===== config.mk =====
export PLATFORM = sky130hd
export DESIGN_NAME = channel_mean_stddev_stats_unit_flat
export DESIGN_NICKNAME = d
export VERILOG_FILES = /design/src/hw/rtl/cmss_pkg.sv /design/src/hw/rtl/cmss_ifs.sv /design/src/hw/rtl/cmss_front.sv /design/src/hw/rtl/cmss_queue.sv /design/src/hw/rtl/cmss_back.sv /design/src/hw/rtl/channel_mean_stddev_stats_unit.sv /design/src/flat_wrapper.sv
export VERILOG_INCLUDE_DIRS = /design/src /design/src/hw/rtl
export SDC_FILE = /design/constraint.sdc
export NUM_CORES = 2
export LEC_CHECK = 0
export BUFFER_PORTS_ARGS = -buffer_cell sky130_fd_sc_hd__buf_4
export CAP_MARGIN = 20
export CORE_ASPECT_RATIO = 2
export CORE_UTILIZATION = 30
export CTS_BUF_LIST = sky130_fd_sc_hd__clkbuf_16
export CTS_CLUSTER_SIZE = 10
export DETAILED_ROUTE_END_ITERATION = 8
export PLACE_DENSITY = 0.41
export SKIP_LAST_GASP = 1
export SYNTH_ARGS = -nofsm -noshare
export SYNTH_HDL_FRONTEND = slang
export SYNTH_SLANG_ARGS = --single-unit

===== constraint.sdc =====
create_clock -name clk -period 34.7 [get_ports clk]
set_input_delay 5.205 -clock clk [delete_from_list [all_inputs] [get_ports clk]]
set_output_delay 5.205 -clock clk [all_outputs]
set_load 0.03 [all_outputs]

===== src/hw/rtl/channel_mean_stddev_stats_unit_macros.svh =====
// Assertion macros used by the channel statistics back stage.
`ifndef CHANNEL_MEAN_STDDEV_STATS_UNIT_MACROS_SVH
`define CHANNEL_MEAN_STDDEV_STATS_UNIT_MACROS_SVH

// Antecedent implies consequent in the same cycle; expects clk and rst in scope.
`define CMSS_ASSERT_IMPL(lbl, ante, cons, msg) \
  lbl: assert property (@(posedge clk) disable iff (rst) (ante) |-> (cons)) \
    else $error(msg);

// Condition holds at every edge out of reset.
`define CMSS_ASSERT_ALWAYS(lbl, cond, msg) \
  lbl: assert property (@(posedge clk) disable iff (rst) (cond)) else $error(msg);

`endif


===== src/hw/rtl/cmss_pkg.sv =====
// Shared types, widths and helpers for the channel statistics unit.
`timescale 1ns / 1ps
package cmss_pkg;
  localparam int MAX_CHANNELS = 4;
  localparam int COUNT_BITS   = 20;
  localparam int SAMPLE_BITS  = 16;
  localparam int CH_W   = 2;
  localparam int NCH_W  = 3;
  localparam int CNT_W  = COUNT_BITS + 1;
  localparam int SUM_W  = 37;
  localparam int MAG_W  = 36;
  localparam int SQ_W   = 51;
  localparam int SQS_W  = 32;
  localparam int WIDE_W = 72;
  localparam int DIVD_W = 42;
  localparam int STEP_W = 7;
  localparam logic [STEP_W-1:0] MUL_LAST  = 7'd36;
  localparam logic [STEP_W-1:0] DIV_LAST  = 7'd71;
  localparam logic [STEP_W-1:0] SQRT_LAST = 7'd15;
  localparam logic [CNT_W-1:0]  COUNT_LIMIT = CNT_W'(1) << COUNT_BITS;
  localparam logic [NCH_W-1:0]  CFG_RESET = 3'd3;

  typedef struct packed {
    logic                          active;
    logic [CH_W-1:0]               ch;
    logic signed [SAMPLE_BITS-1:0] sample;
    logic [SQS_W-1:0]              square;
    logic                          frame_end;
  } item_t;

  typedef enum logic [3:0] {
    S_ACC, S_LOAD, S_MUL_SQ, S_MUL_MM, S_MUL_CC,
    S_DIV_VAR, S_SQRT, S_DIV_MEAN, S_EMIT
  } back_state_t;

  // Clamp the register to the supported channel range.
  function automatic logic [NCH_W-1:0] active_count(input logic [NCH_W-1:0] v);
    if (v == '0) return NCH_W'(1);
    if (v > NCH_W'(MAX_CHANNELS)) return NCH_W'(MAX_CHANNELS);
    return v;
  endfunction
endpackage


===== src/hw/rtl/cmss_ifs.sv =====
// Handshake channels of the channel statistics unit.
`timescale 1ns / 1ps
interface cmss_sample_if;
  logic        valid;
  logic        ready;
  logic [1:0]  channel_index;
  logic signed [15:0] sample_value;
  logic        frame_end;
  modport source (output valid, channel_index, sample_value, frame_end, input ready);
  modport sink (input valid, channel_index, sample_value, frame_end, output ready);
endinterface

interface cmss_result_if;
  logic        valid;
  logic        ready;
  logic [1:0]  result_channel;
  logic signed [15:0] mean_out;
  logic [15:0] deviation_out;
  logic        empty_flag;
  logic        overflow_flag;
  logic        last_result;
  modport source (output valid, result_channel, mean_out, deviation_out, empty_flag,
                  overflow_flag, last_result, input ready);
  modport sink (input valid, result_channel, mean_out, deviation_out, empty_flag,
                overflow_flag, last_result, output ready);
endinterface

interface cmss_cfg_if;
  logic       valid;
  logic       ready;
  logic [2:0] data;
  modport source (output valid, data, input ready);
  modport sink (input valid, data, output ready);
endinterface


===== src/hw/rtl/cmss_front.sv =====
// Front stage: accept samples, mark active channels and square the sample.
`timescale 1ns / 1ps
module cmss_front (
  input  logic                      clk,
  input  logic                      rst,
  cmss_sample_if.sink               sample_in,
  input  logic [cmss_pkg::NCH_W-1:0] n_active,
  output cmss_pkg::item_t           item,
  output logic                      item_valid,
  input  logic                      item_ready
);
  import cmss_pkg::*;

  logic [SAMPLE_BITS-1:0] mag;
  logic                   take;

  assign sample_in.ready = !item_valid || item_ready;
  assign take = sample_in.valid && sample_in.ready;
  assign mag  = sample_in.sample_value[SAMPLE_BITS-1] ?
                SAMPLE_BITS'(-sample_in.sample_value) : sample_in.sample_value;

  // Hold the classified item until the queue takes it.
  always_ff @(posedge clk) begin
    if (rst) begin
      item_valid <= 1'b0;
    end else if (take) begin
      item_valid <= 1'b1;
    end else if (item_ready) begin
      item_valid <= 1'b0;
    end
  end

  always_ff @(posedge clk) begin
    if (take) begin
      item.active    <= {1'b0, sample_in.channel_index} < n_active;
      item.ch        <= sample_in.channel_index;
      item.sample    <= sample_in.sample_value;
      item.square    <= SQS_W'(mag * mag);
      item.frame_end <= sample_in.frame_end;
    end
  end
endmodule


===== src/hw/rtl/cmss_queue.sv =====
// Four-entry queue between the front and back stages.
`timescale 1ns / 1ps
module cmss_queue (
  input  logic            clk,
  input  logic            rst,
  input  cmss_pkg::item_t push_item,
  input  logic            push_valid,
  output logic            push_ready,
  output cmss_pkg::item_t pop_item,
  output logic            pop_valid,
  input  logic            pop
);
  import cmss_pkg::*;

  item_t      slots [4];
  logic [1:0] wr_ptr;
  logic [1:0] rd_ptr;
  logic [2:0] fill;
  logic       push;

  assign push_ready = fill != 3'd4;
  assign push       = push_valid && push_ready;
  assign pop_valid  = fill != 3'd0;
  assign pop_item   = slots[rd_ptr];

  // Advance pointers and occupancy.
  always_ff @(posedge clk) begin
    if (rst) begin
      wr_ptr <= '0;
      rd_ptr <= '0;
      fill   <= '0;
    end else begin
      if (push) wr_ptr <= wr_ptr + 2'd1;
      if (pop)  rd_ptr <= rd_ptr + 2'd1;
      fill <= fill + 3'(push) - 3'(pop);
    end
  end

  always_ff @(posedge clk) begin
    if (push) slots[wr_ptr] <= push_item;
  end
endmodule


===== src/hw/rtl/cmss_back.sv =====
// Back stage: accumulate per channel, then compute mean and deviation serially.
`timescale 1ns / 1ps
`include "channel_mean_stddev_stats_unit_macros.svh"
module cmss_back (
  input  logic                       clk,
  input  logic                       rst,
  input  cmss_pkg::item_t            q_item,
  input  logic                       q_valid,
  output logic                       q_pop,
  input  logic [cmss_pkg::NCH_W-1:0] n_active,
  cmss_result_if.source              result_out
);
  import cmss_pkg::*;

  logic signed [SUM_W-1:0] acc_sum [MAX_CHANNELS];
  logic [SQ_W-1:0]         acc_sq  [MAX_CHANNELS];
  logic [CNT_W-1:0]        acc_cnt [MAX_CHANNELS];
  logic                    acc_ovf [MAX_CHANNELS];

  back_state_t state, state_next;
  logic [CH_W-1:0]   k;
  logic [STEP_W-1:0] step;

  logic [CNT_W-1:0]  c_r;
  logic [MAG_W-1:0]  mag_r;
  logic              neg_r;
  logic              ovf_r;
  logic [WIDE_W-1:0] prod1;
  logic [WIDE_W-1:0] prod2;
  logic signed [15:0] mean_r;
  logic [15:0]       dev_r;

  logic [WIDE_W-1:0] mul_a, mul_acc, mul_acc_step;
  logic [MAG_W:0]    mul_b;
  logic [DIVD_W-1:0] div_d;
  logic [WIDE_W-1:0] div_dvd, div_dvd_step;
  logic [DIVD_W:0]   div_rem, div_rem_step, rem_sh;
  logic              div_ge;
  logic [31:0]       sq_x, sq_res, sq_bit, sq_t, sq_x_step, sq_res_step;
  logic              sq_ge;

  logic              emit;
  logic              is_last_ch;
  logic              mul_done, div_done, sqrt_done;
  logic [SUM_W-1:0]  sum_abs;
  logic [15:0]       q16, lim;

  // Control strobes from the state.
  always_comb begin
    q_pop      = (state == S_ACC) && q_valid;
    emit       = (state == S_EMIT) && (!result_out.valid || result_out.ready);
    mul_done   = step == MUL_LAST;
    div_done   = step == DIV_LAST;
    sqrt_done  = step == SQRT_LAST;
    is_last_ch = ({1'b0, k} + NCH_W'(1)) == n_active;
  end

  // Next state.
  always_comb begin
    state_next = state;
    case (state)
      S_ACC:      if (q_pop && q_item.frame_end) state_next = S_LOAD;
      S_LOAD:     state_next = (acc_cnt[k] == '0) ? S_EMIT : S_MUL_SQ;
      S_MUL_SQ:   if (mul_done) state_next = S_MUL_MM;
      S_MUL_MM:   if (mul_done) state_next = S_MUL_CC;
      S_MUL_CC:   if (mul_done) state_next = S_DIV_VAR;
      S_DIV_VAR:  if (div_done) state_next = S_SQRT;
      S_SQRT:     if (sqrt_done) state_next = S_DIV_MEAN;
      S_DIV_MEAN: if (div_done) state_next = S_EMIT;
      S_EMIT:     if (emit) state_next = is_last_ch ? S_ACC : S_LOAD;
      default:    state_next = S_ACC;
    endcase
  end

  always_ff @(posedge clk) begin
    if (rst) begin
      state <= S_ACC;
    end else begin
      state <= state_next;
    end
  end

  // Serial unit steps: shift-add multiply, restoring divide, digit root.
  always_comb begin
    mul_acc_step = mul_b[0] ? mul_acc + mul_a : mul_acc;
    rem_sh       = {div_rem[DIVD_W-1:0], div_dvd[WIDE_W-1]};
    div_ge       = rem_sh >= {1'b0, div_d};
    div_rem_step = div_ge ? rem_sh - {1'b0, div_d} : rem_sh;
    div_dvd_step = {div_dvd[WIDE_W-2:0], div_ge};
    sq_t         = sq_res + sq_bit;
    sq_ge        = sq_x >= sq_t;
    sq_x_step    = sq_ge ? sq_x - sq_t : sq_x;
    sq_res_step  = sq_ge ? (sq_res >> 1) + sq_bit : sq_res >> 1;
    sum_abs      = acc_sum[k][SUM_W-1] ? SUM_W'(-acc_sum[k]) : acc_sum[k];
    lim          = neg_r ? 16'h8000 : 16'h7fff;
    q16          = (|div_dvd_step[WIDE_W-1:16] || div_dvd_step[15:0] > lim) ?
                   lim : div_dvd_step[15:0];
  end

  // Step counter and channel index.
  always_ff @(posedge clk) begin
    if (rst) begin
      step <= '0;
      k    <= '0;
    end else begin
      if (state != state_next) step <= '0;
      else step <= step + STEP_W'(1);
      if (state == S_ACC) k <= '0;
      else if (emit) k <= k + CH_W'(1);
    end
  end

  // Datapath of the report sequence.
  always_ff @(posedge clk) begin
    case (state)
      S_LOAD: begin
        c_r     <= acc_cnt[k];
        mag_r   <= sum_abs[MAG_W-1:0];
        neg_r   <= acc_sum[k][SUM_W-1];
        ovf_r   <= acc_ovf[k];
        mean_r  <= '0;
        dev_r   <= '0;
        mul_a   <= WIDE_W'(acc_sq[k]);
        mul_b   <= (MAG_W+1)'(acc_cnt[k]);
        mul_acc <= '0;
      end
      S_MUL_SQ, S_MUL_MM, S_MUL_CC: begin
        if (mul_done) begin
          mul_acc <= '0;
          if (state == S_MUL_SQ) begin
            prod1 <= mul_acc_step;
            mul_a <= WIDE_W'(mag_r);
            mul_b <= (MAG_W+1)'(mag_r);
          end else if (state == S_MUL_MM) begin
            prod2 <= mul_acc_step;
            mul_a <= WIDE_W'(c_r);
            mul_b <= (MAG_W+1)'(c_r);
          end else begin
            div_d   <= mul_acc_step[DIVD_W-1:0];
            div_dvd <= (prod1 > prod2) ? prod1 - prod2 : '0;
            div_rem <= '0;
          end
        end else begin
          mul_a   <= mul_a << 1;
          mul_b   <= mul_b >> 1;
          mul_acc <= mul_acc_step;
        end
      end
      S_DIV_VAR, S_DIV_MEAN: begin
        div_rem <= div_rem_step;
        div_dvd <= div_dvd_step;
        if (div_done && state == S_DIV_VAR) begin
          sq_x   <= |div_dvd_step[WIDE_W-1:32] ? 32'hffff_ffff : div_dvd_step[31:0];
          sq_res <= '0;
          sq_bit <= 32'h4000_0000;
        end
        if (div_done && state == S_DIV_MEAN) begin
          mean_r <= neg_r ? -q16 : q16;
        end
      end
      S_SQRT: begin
        sq_x   <= sq_x_step;
        sq_res <= sq_res_step;
        sq_bit <= sq_bit >> 2;
        if (sqrt_done) begin
          dev_r   <= |sq_res_step[31:16] ? 16'hffff : sq_res_step[15:0];
          div_d   <= DIVD_W'({c_r, 1'b0});
          div_dvd <= WIDE_W'({mag_r, 1'b0}) + WIDE_W'(c_r);
          div_rem <= '0;
        end
      end
      default: begin
      end
    endcase
  end

  // Accumulate popped samples; clear all channels after the last result.
  always_ff @(posedge clk) begin
    if (rst || (emit && is_last_ch)) begin
      for (int i = 0; i < MAX_CHANNELS; i++) begin
        acc_sum[i] <= '0;
        acc_sq[i]  <= '0;
        acc_cnt[i] <= '0;
        acc_ovf[i] <= 1'b0;
      end
    end else if (q_pop && q_item.active) begin
      if (acc_cnt[q_item.ch] == COUNT_LIMIT) begin
        acc_ovf[q_item.ch] <= 1'b1;
      end else begin
        acc_sum[q_item.ch] <= acc_sum[q_item.ch] + SUM_W'(q_item.sample);
        acc_sq[q_item.ch]  <= acc_sq[q_item.ch] + SQ_W'(q_item.square);
        acc_cnt[q_item.ch] <= acc_cnt[q_item.ch] + CNT_W'(1);
      end
    end
  end

  // Output register: load on emit, drop on transfer.
  always_ff @(posedge clk) begin
    if (rst) begin
      result_out.valid <= 1'b0;
    end else if (emit) begin
      result_out.valid <= 1'b1;
    end else if (result_out.ready) begin
      result_out.valid <= 1'b0;
    end
  end

  always_ff @(posedge clk) begin
    if (emit) begin
      result_out.result_channel <= k;
      result_out.mean_out       <= mean_r;
      result_out.deviation_out  <= dev_r;
      result_out.empty_flag     <= c_r == '0;
      result_out.overflow_flag  <= ovf_r;
      result_out.last_result    <= is_last_ch;
    end
  end

  `CMSS_ASSERT_IMPL(a_pop_in_acc, q_pop, state == S_ACC, "pop outside accumulate")
  `CMSS_ASSERT_IMPL(a_empty_zero, result_out.valid && result_out.empty_flag,
                    result_out.mean_out == 0 && result_out.deviation_out == 0,
                    "empty channel with nonzero statistics")
  `CMSS_ASSERT_ALWAYS(a_count_cap, acc_cnt[0] <= COUNT_LIMIT, "sample count past limit")
  `CMSS_ASSERT_IMPL(a_emit_in_range, emit, {1'b0, k} < n_active, "result channel out of range")
endmodule


===== src/hw/rtl/channel_mean_stddev_stats_unit.sv =====
// Top level of the per-channel mean and standard deviation unit.
`timescale 1ns / 1ps
// Accepts one sample per cycle, while the queue has room, into per-channel count, sum
// and sum-of-squares accumulators. A sample with frame_end closes the frame: for each
// active channel the unit runs one shared serial engine (three shift-add multiplies, a
// restoring divide for the variance, a square root and a divide for the rounded mean)
// and emits one result per channel in order, then clears the accumulators. During that
// time samples keep entering the front stage and four-entry queue until it fills. The
// user must write channels_in_use through cfg only while the unit is idle; the block
// itself does not enforce it.
module channel_mean_stddev_stats_unit (
  input  logic           clk,
  input  logic           rst,
  cmss_sample_if.sink    sample_in,
  cmss_result_if.source  result_out,
  cmss_cfg_if.sink       cfg
);
  import cmss_pkg::*;

  logic [NCH_W-1:0] channels_in_use;
  logic [NCH_W-1:0] n_active;
  item_t            f_item, q_item;
  logic             f_valid, f_ready, q_valid, q_pop;

  assign cfg.ready = 1'b1;
  assign n_active  = active_count(channels_in_use);

  // Channel count register.
  always_ff @(posedge clk) begin
    if (rst) begin
      channels_in_use <= CFG_RESET;
    end else if (cfg.valid) begin
      channels_in_use <= cfg.data;
    end
  end

  cmss_front u_front (
    .clk(clk), .rst(rst), .sample_in(sample_in), .n_active(n_active),
    .item(f_item), .item_valid(f_valid), .item_ready(f_ready)
  );

  cmss_queue u_queue (
    .clk(clk), .rst(rst), .push_item(f_item), .push_valid(f_valid),
    .push_ready(f_ready), .pop_item(q_item), .pop_valid(q_valid), .pop(q_pop)
  );

  cmss_back u_back (
    .clk(clk), .rst(rst), .q_item(q_item), .q_valid(q_valid), .q_pop(q_pop),
    .n_active(n_active), .result_out(result_out)
  );
endmodule


===== src/flat_wrapper.sv =====
// flat-port wrapper written by rule: the top's interface ports become plain ports
module channel_mean_stddev_stats_unit_flat import cmss_pkg::*;
  (clk, rst, sample_in_valid, sample_in_channel_index, sample_in_sample_value, sample_in_frame_end, sample_in_ready, result_out_valid, result_out_result_channel, result_out_mean_out, result_out_deviation_out, result_out_empty_flag, result_out_overflow_flag, result_out_last_result, result_out_ready, cfg_valid, cfg_data, cfg_ready);
  cmss_sample_if sample_in_i ();
  cmss_result_if result_out_i ();
  cmss_cfg_if cfg_i ();
  input  logic clk;
  input  logic rst;
  input wire logic [$bits(sample_in_i.valid)-1:0] sample_in_valid;
  input wire logic [$bits(sample_in_i.channel_index)-1:0] sample_in_channel_index;
  input wire logic [$bits(sample_in_i.sample_value)-1:0] sample_in_sample_value;
  input wire logic [$bits(sample_in_i.frame_end)-1:0] sample_in_frame_end;
  output wire logic [$bits(sample_in_i.ready)-1:0] sample_in_ready;
  output wire logic [$bits(result_out_i.valid)-1:0] result_out_valid;
  output wire logic [$bits(result_out_i.result_channel)-1:0] result_out_result_channel;
  output wire logic [$bits(result_out_i.mean_out)-1:0] result_out_mean_out;
  output wire logic [$bits(result_out_i.deviation_out)-1:0] result_out_deviation_out;
  output wire logic [$bits(result_out_i.empty_flag)-1:0] result_out_empty_flag;
  output wire logic [$bits(result_out_i.overflow_flag)-1:0] result_out_overflow_flag;
  output wire logic [$bits(result_out_i.last_result)-1:0] result_out_last_result;
  input wire logic [$bits(result_out_i.ready)-1:0] result_out_ready;
  input wire logic [$bits(cfg_i.valid)-1:0] cfg_valid;
  input wire logic [$bits(cfg_i.data)-1:0] cfg_data;
  output wire logic [$bits(cfg_i.ready)-1:0] cfg_ready;
  assign sample_in_i.valid = sample_in_valid;
  assign sample_in_i.channel_index = sample_in_channel_index;
  assign sample_in_i.sample_value = sample_in_sample_value;
  assign sample_in_i.frame_end = sample_in_frame_end;
  assign sample_in_ready = sample_in_i.ready;
  assign result_out_valid = result_out_i.valid;
  assign result_out_result_channel = result_out_i.result_channel;
  assign result_out_mean_out = result_out_i.mean_out;
  assign result_out_deviation_out = result_out_i.deviation_out;
  assign result_out_empty_flag = result_out_i.empty_flag;
  assign result_out_overflow_flag = result_out_i.overflow_flag;
  assign result_out_last_result = result_out_i.last_result;
  assign result_out_i.ready = result_out_ready;
  assign cfg_i.valid = cfg_valid;
  assign cfg_i.data = cfg_data;
  assign cfg_ready = cfg_i.ready;
  channel_mean_stddev_stats_unit u_core (.clk(clk), .rst(rst), .sample_in(sample_in_i), .result_out(result_out_i), .cfg(cfg_i));
endmodule

==> flow_summary.json <==
{
  "status": "finished clean",
  "end_kind": "flip-flop",
  "timing.slew.headroom_pct": 22.3,
  "syn_to_final_growth_pct": 11.6,
  "area.sequential_mm2": 0.0420,
  "grt_max_degree": 115,
  "syn_inst": 7449,
  "wl_per_cell_um": 25.4,
  "setup_slack_ns": 20.06,
  "highest_layer": "met4",
  "avgViaCountPerCell": 5.16,
  "setup-tns-final_ns": 0,
  "crit_buf_inv": 8,
  "h-tree-depth": 4,
  "syn-cell-area_mm2": 0.0856,
  "die_y_um": 757,
  "critPathTopFamily": "adder cells",
  "grt_usage_pct": 19.8,
  "synth_cell_types": 105,
  "synth-main-ff-cell": "edfxtp_1",
  "synthArstFlopShare_pct": 0,
  "grt_pass1_vias": 62500,
  "worstSetupPathType": "input port to flip-flop",
  "drt_wl_total_um": 288000,
  "start_kind": "input port",
  "core_area_mm2": 0.284,
  "final_area_mm2": 0.0955,
  "slew_violations": 0,
  "ant_nets": 0,
  "die_area_mm2": 0.288,
  "drive_above_1_share_pct": 10.2,
  "layout_min_cycle_time_ns": 14.64,
  "powerDensity_mw_per_mm2": 89.0,
  "io_buffers": 65,
  "initial_utilization_pct": 30.1,
  "place_congestion": 0.898,
  "slowest_stage": "clkinv_1",
  "max_freq_mhz": 68.3,
  "required_ns": 35.30,
  "rsz0062_at_grt": "false",
  "yosys_warnings": 0,
  "path_clk_slew_ns": 0.05,
  "gr-total-overflow": 0,
  "cts_max_path_buffers": 4,
  "cp.arrival_ns": 15.25,
  "wl_met1_um": 92200,
  "num-fill-cells": 28600,
  "ctsResizeCount": 0,
  "worstMarginPinSlew_ns": 1.13,
  "drt_pass1_iterations": 5,
  "cts_hold_buf": 0,
  "syn_area_per_cell_um2": 11.5,
  "pre_cts_ws_ns": 19.16,
  "clock_latency_ns": 0.90,
  "die_w_um": 380,
  "antenna_found_initial": 6,
  "postCtsSetupRepairBufs": 0,
  "num_io_pins": 67,
  "p_leak_nw": 36.7,
  "wl_met2_um": 169000,
  "min_path_type": "flip-flop to flip-flop",
  "ir_drop_mv": 0.0981,
  "cts.sinks": 1407,
  "drt-initial-drc-count": 3144,
  "final_cells": 11300,
  "nets": 8149,
  "synth_edf_count": 1378,
  "maxCapViolations": 0,
  "grt_pass1_wl_um": 419000,
  "cts_root_buf": "clkbuf_16",
  "slowest_delay_ns": 0.67,
  "cp_max_fo": 17,
  "period_share_pct": 42.2,
  "ys_seq_area_share_pct": 49.0,
  "dp_hpwl_um": 215000,
  "dp.cells": 11100,
  "dpl_cell_area_mm2": 0.0906,
  "hold_slack_ns": 0.416,
  "met3_length_um": 7270,
  "ys_ff_latch": 1407,
  "hold_viol": 0,
  "skew_ns": 0.0658,
  "vias": 58500,
  "cts_inserted_buffers": 173,
  "setup_viol": 0,
  "row_count": 277,
  "drc": 0,
  "multi_input_area_mm2": 0.0405,
  "cts_tree": "built"
}
## power by group
group	switching [W]	leakage, nW	internal (W)	total (W)
sequential	0.000170	13.2	0.00236	0.00253
combinational	0.00272	20.8	0.00159	0.00431
clock	0.000729	2.58	0.000931	0.00166
total	0.00362	36.7	0.00489	0.00850
## registers in the layout, indices dropped and copies added, names as in the netlist, 50 cells and up, named ones only
name and cells:
u_core.u_front.item 50, u_core.u_back.acc_sum 148, u_core.u_back.acc_sq 204, u_core.u_back.div_dvd 72, u_core.u_back.prod1 72, u_core.u_back.prod2 72, u_core.u_back.mul_a 72, u_core.u_back.mul_acc 72
u_core.u_back.acc_cnt 84, u_core.u_queue.slots 200
## path summary, 6_finish.rpt
| check | start | endpoint | slack [ns] | depth (start not counted) |
|---|---|---|---|---|
| max reg2reg | u_core.u_back.sq_res[2] | u_core.u_back.dev_r[0] | 27.11 | 25 |
| min reg2reg | u_core.u_back.mean_r[2] | u_core.u_back.result_out.mean_out[2] | 0.42 | 0 |
| min | u_core.u_back.mean_r[2] | u_core.u_back.result_out.mean_out[2] | 0.42 | 0 |
| max | sample_in_sample_value[0] | u_core.u_front.item[32] | 20.06 | 33 |
## cell type report
type                            instances  share of cell area [%]
Sequential cell                      1407                    43.9
Clock buffer                          176                    4.61
Inverter                              556                    2.19
Timing Repair Buffer                  183                    1.50
Tap cell                             3766                    4.93
Multi-Input combinational cell       5162                    42.4
Antenna cell                            5                  0.0131
Clock inverter                         78                   0.455
## logic make-up (layout without fill, tap and decap cells)
kind of cell / Yosys count / in the layout / synth area share, %
and+or+nand+nor: 2200 / 2200 / 11.9
AOI/OAI and AO/OA: 1506 / 1506 / 11.5
DFF: 1407 / 1407 / 49.0
buffers and inverters: 890 / 993 / 4.02
adders and majority gates: 639 / 639 / 10.8
xor gates and xnor gates: 465 / 465 / 4.82
muxes: 340 / 340 / 7.90
other: 2 / 17 / 0.00877
## cells in the mapped netlist (all sizes together) (15+ instances only)
library cell / n / share of area, %
mux4: 266 / 7.0
nand2b: 62 / 0.46
inv: 551 / 2.4
a221o: 21 / 0.25
nand4: 74 / 0.55
o21a: 46 / 0.41
nor2: 873 / 3.8
nor2b: 72 / 0.54
nor4: 56 / 0.41
or2: 22 / 0.16
edfxtp: 1378 / 48
or3: 47 / 0.36
dfxtp: 29 / 0.68
a21oi: 483 / 2.8
a221oi: 17 / 0.17
a222oi: 16 / 0.19
a21boi: 15 / 0.13
a31oi: 68 / 0.50
o21ai: 261 / 1.5
o21bai: 44 / 0.39
fa: 172 / 4.0
buf: 85 / 0.49
nand3: 133 / 0.78
nor3: 98 / 0.57
a21o: 200 / 1.8
xor2: 204 / 2.1
or4: 19 / 0.17
a22o: 50 / 0.51
a211o: 51 / 0.52
o31ai: 43 / 0.38
and3: 103 / 0.76
mux2i: 49 / 0.57
nand2: 512 / 2.2
a22oi: 16 / 0.14
and2: 83 / 0.61
ha: 467 / 6.8
o211ai: 20 / 0.18
a211oi: 37 / 0.32
mux2: 25 / 0.33
clkbuf: 249 / 1.1
xnor2: 261 / 2.7
## cells in the final DEF (no fill, tap or decap), types with 20 or more instances in the layout
cell type,count
and3_1,102
nor2_1,869
nand4_1,73
nand3_1,133
buf_4,178
o21a_1,45
a211oi_1,36
or2_2,20
mux4_2,264
nor2b_1,71
nor3_1,95
dfxtp_1,25
or3_1,42
nor4_1,55
a22o_1,50
inv_1,606
and2_1,78
a21o_1,199
clkbuf_16,178
mux2i_1,49
nand2_1,506
o21bai_1,44
xor2_1,198
o31ai_1,41
o21ai_0,253
a221o_1,21
a21oi_1,478
edfxtp_1,1378
nand2b_1,61
a31oi_1,65
xnor2_1,260
ha_1,467
a211o_1,51
mux2_2,25
fa_1,172
## metal layers
metal | vias to the layer above | GRT usage [%]
li1 | 27400 | -
met1 | 29400 | 17.7
met2 | 1147 | 41.3
met3 | 531 | 1.81
met4 | 0 | 12.2
met5 | - | 0
## worst register-to-register path, stage by stage, from the launching register on
cell	delay [ns]
edfxtp_1	0.44
ha_1	0.36
a31o_2	0.24
a31oi_1	0.33
o21ai_0	0.20
a31o_2	0.30
a31oi_1	0.25
nor2_1	0.10
o21bai_1	0.21
o21a_1	0.20
o21bai_1	0.11
a31oi_1	0.21
xor2_1	0.31
ha_1	0.34
a21oi_1	0.26
o21bai_1	0.09
a21oi_1	0.38
o2111ai_1	0.17
a211o_1	0.30
a31oi_4	0.46
buf_4	0.54
o21a_1	0.20
a221oi_1	0.04
o21ai_0	0.39
and4b_1	0.66
a21oi_1	0.18
## through the flow
stage / util, % / power (W)
3_5_place_dp: 31.9 / 0.00695
6_report: 33.6 / 0.00850
5_1_grt: 33.6 / 0.00908
3_3_place_gp: 31.9 / 0.00692
2_1_floorplan: - / 0.00550
4_1_cts: 33.6 / 0.00866
Power figures use the tool's default switching activity.
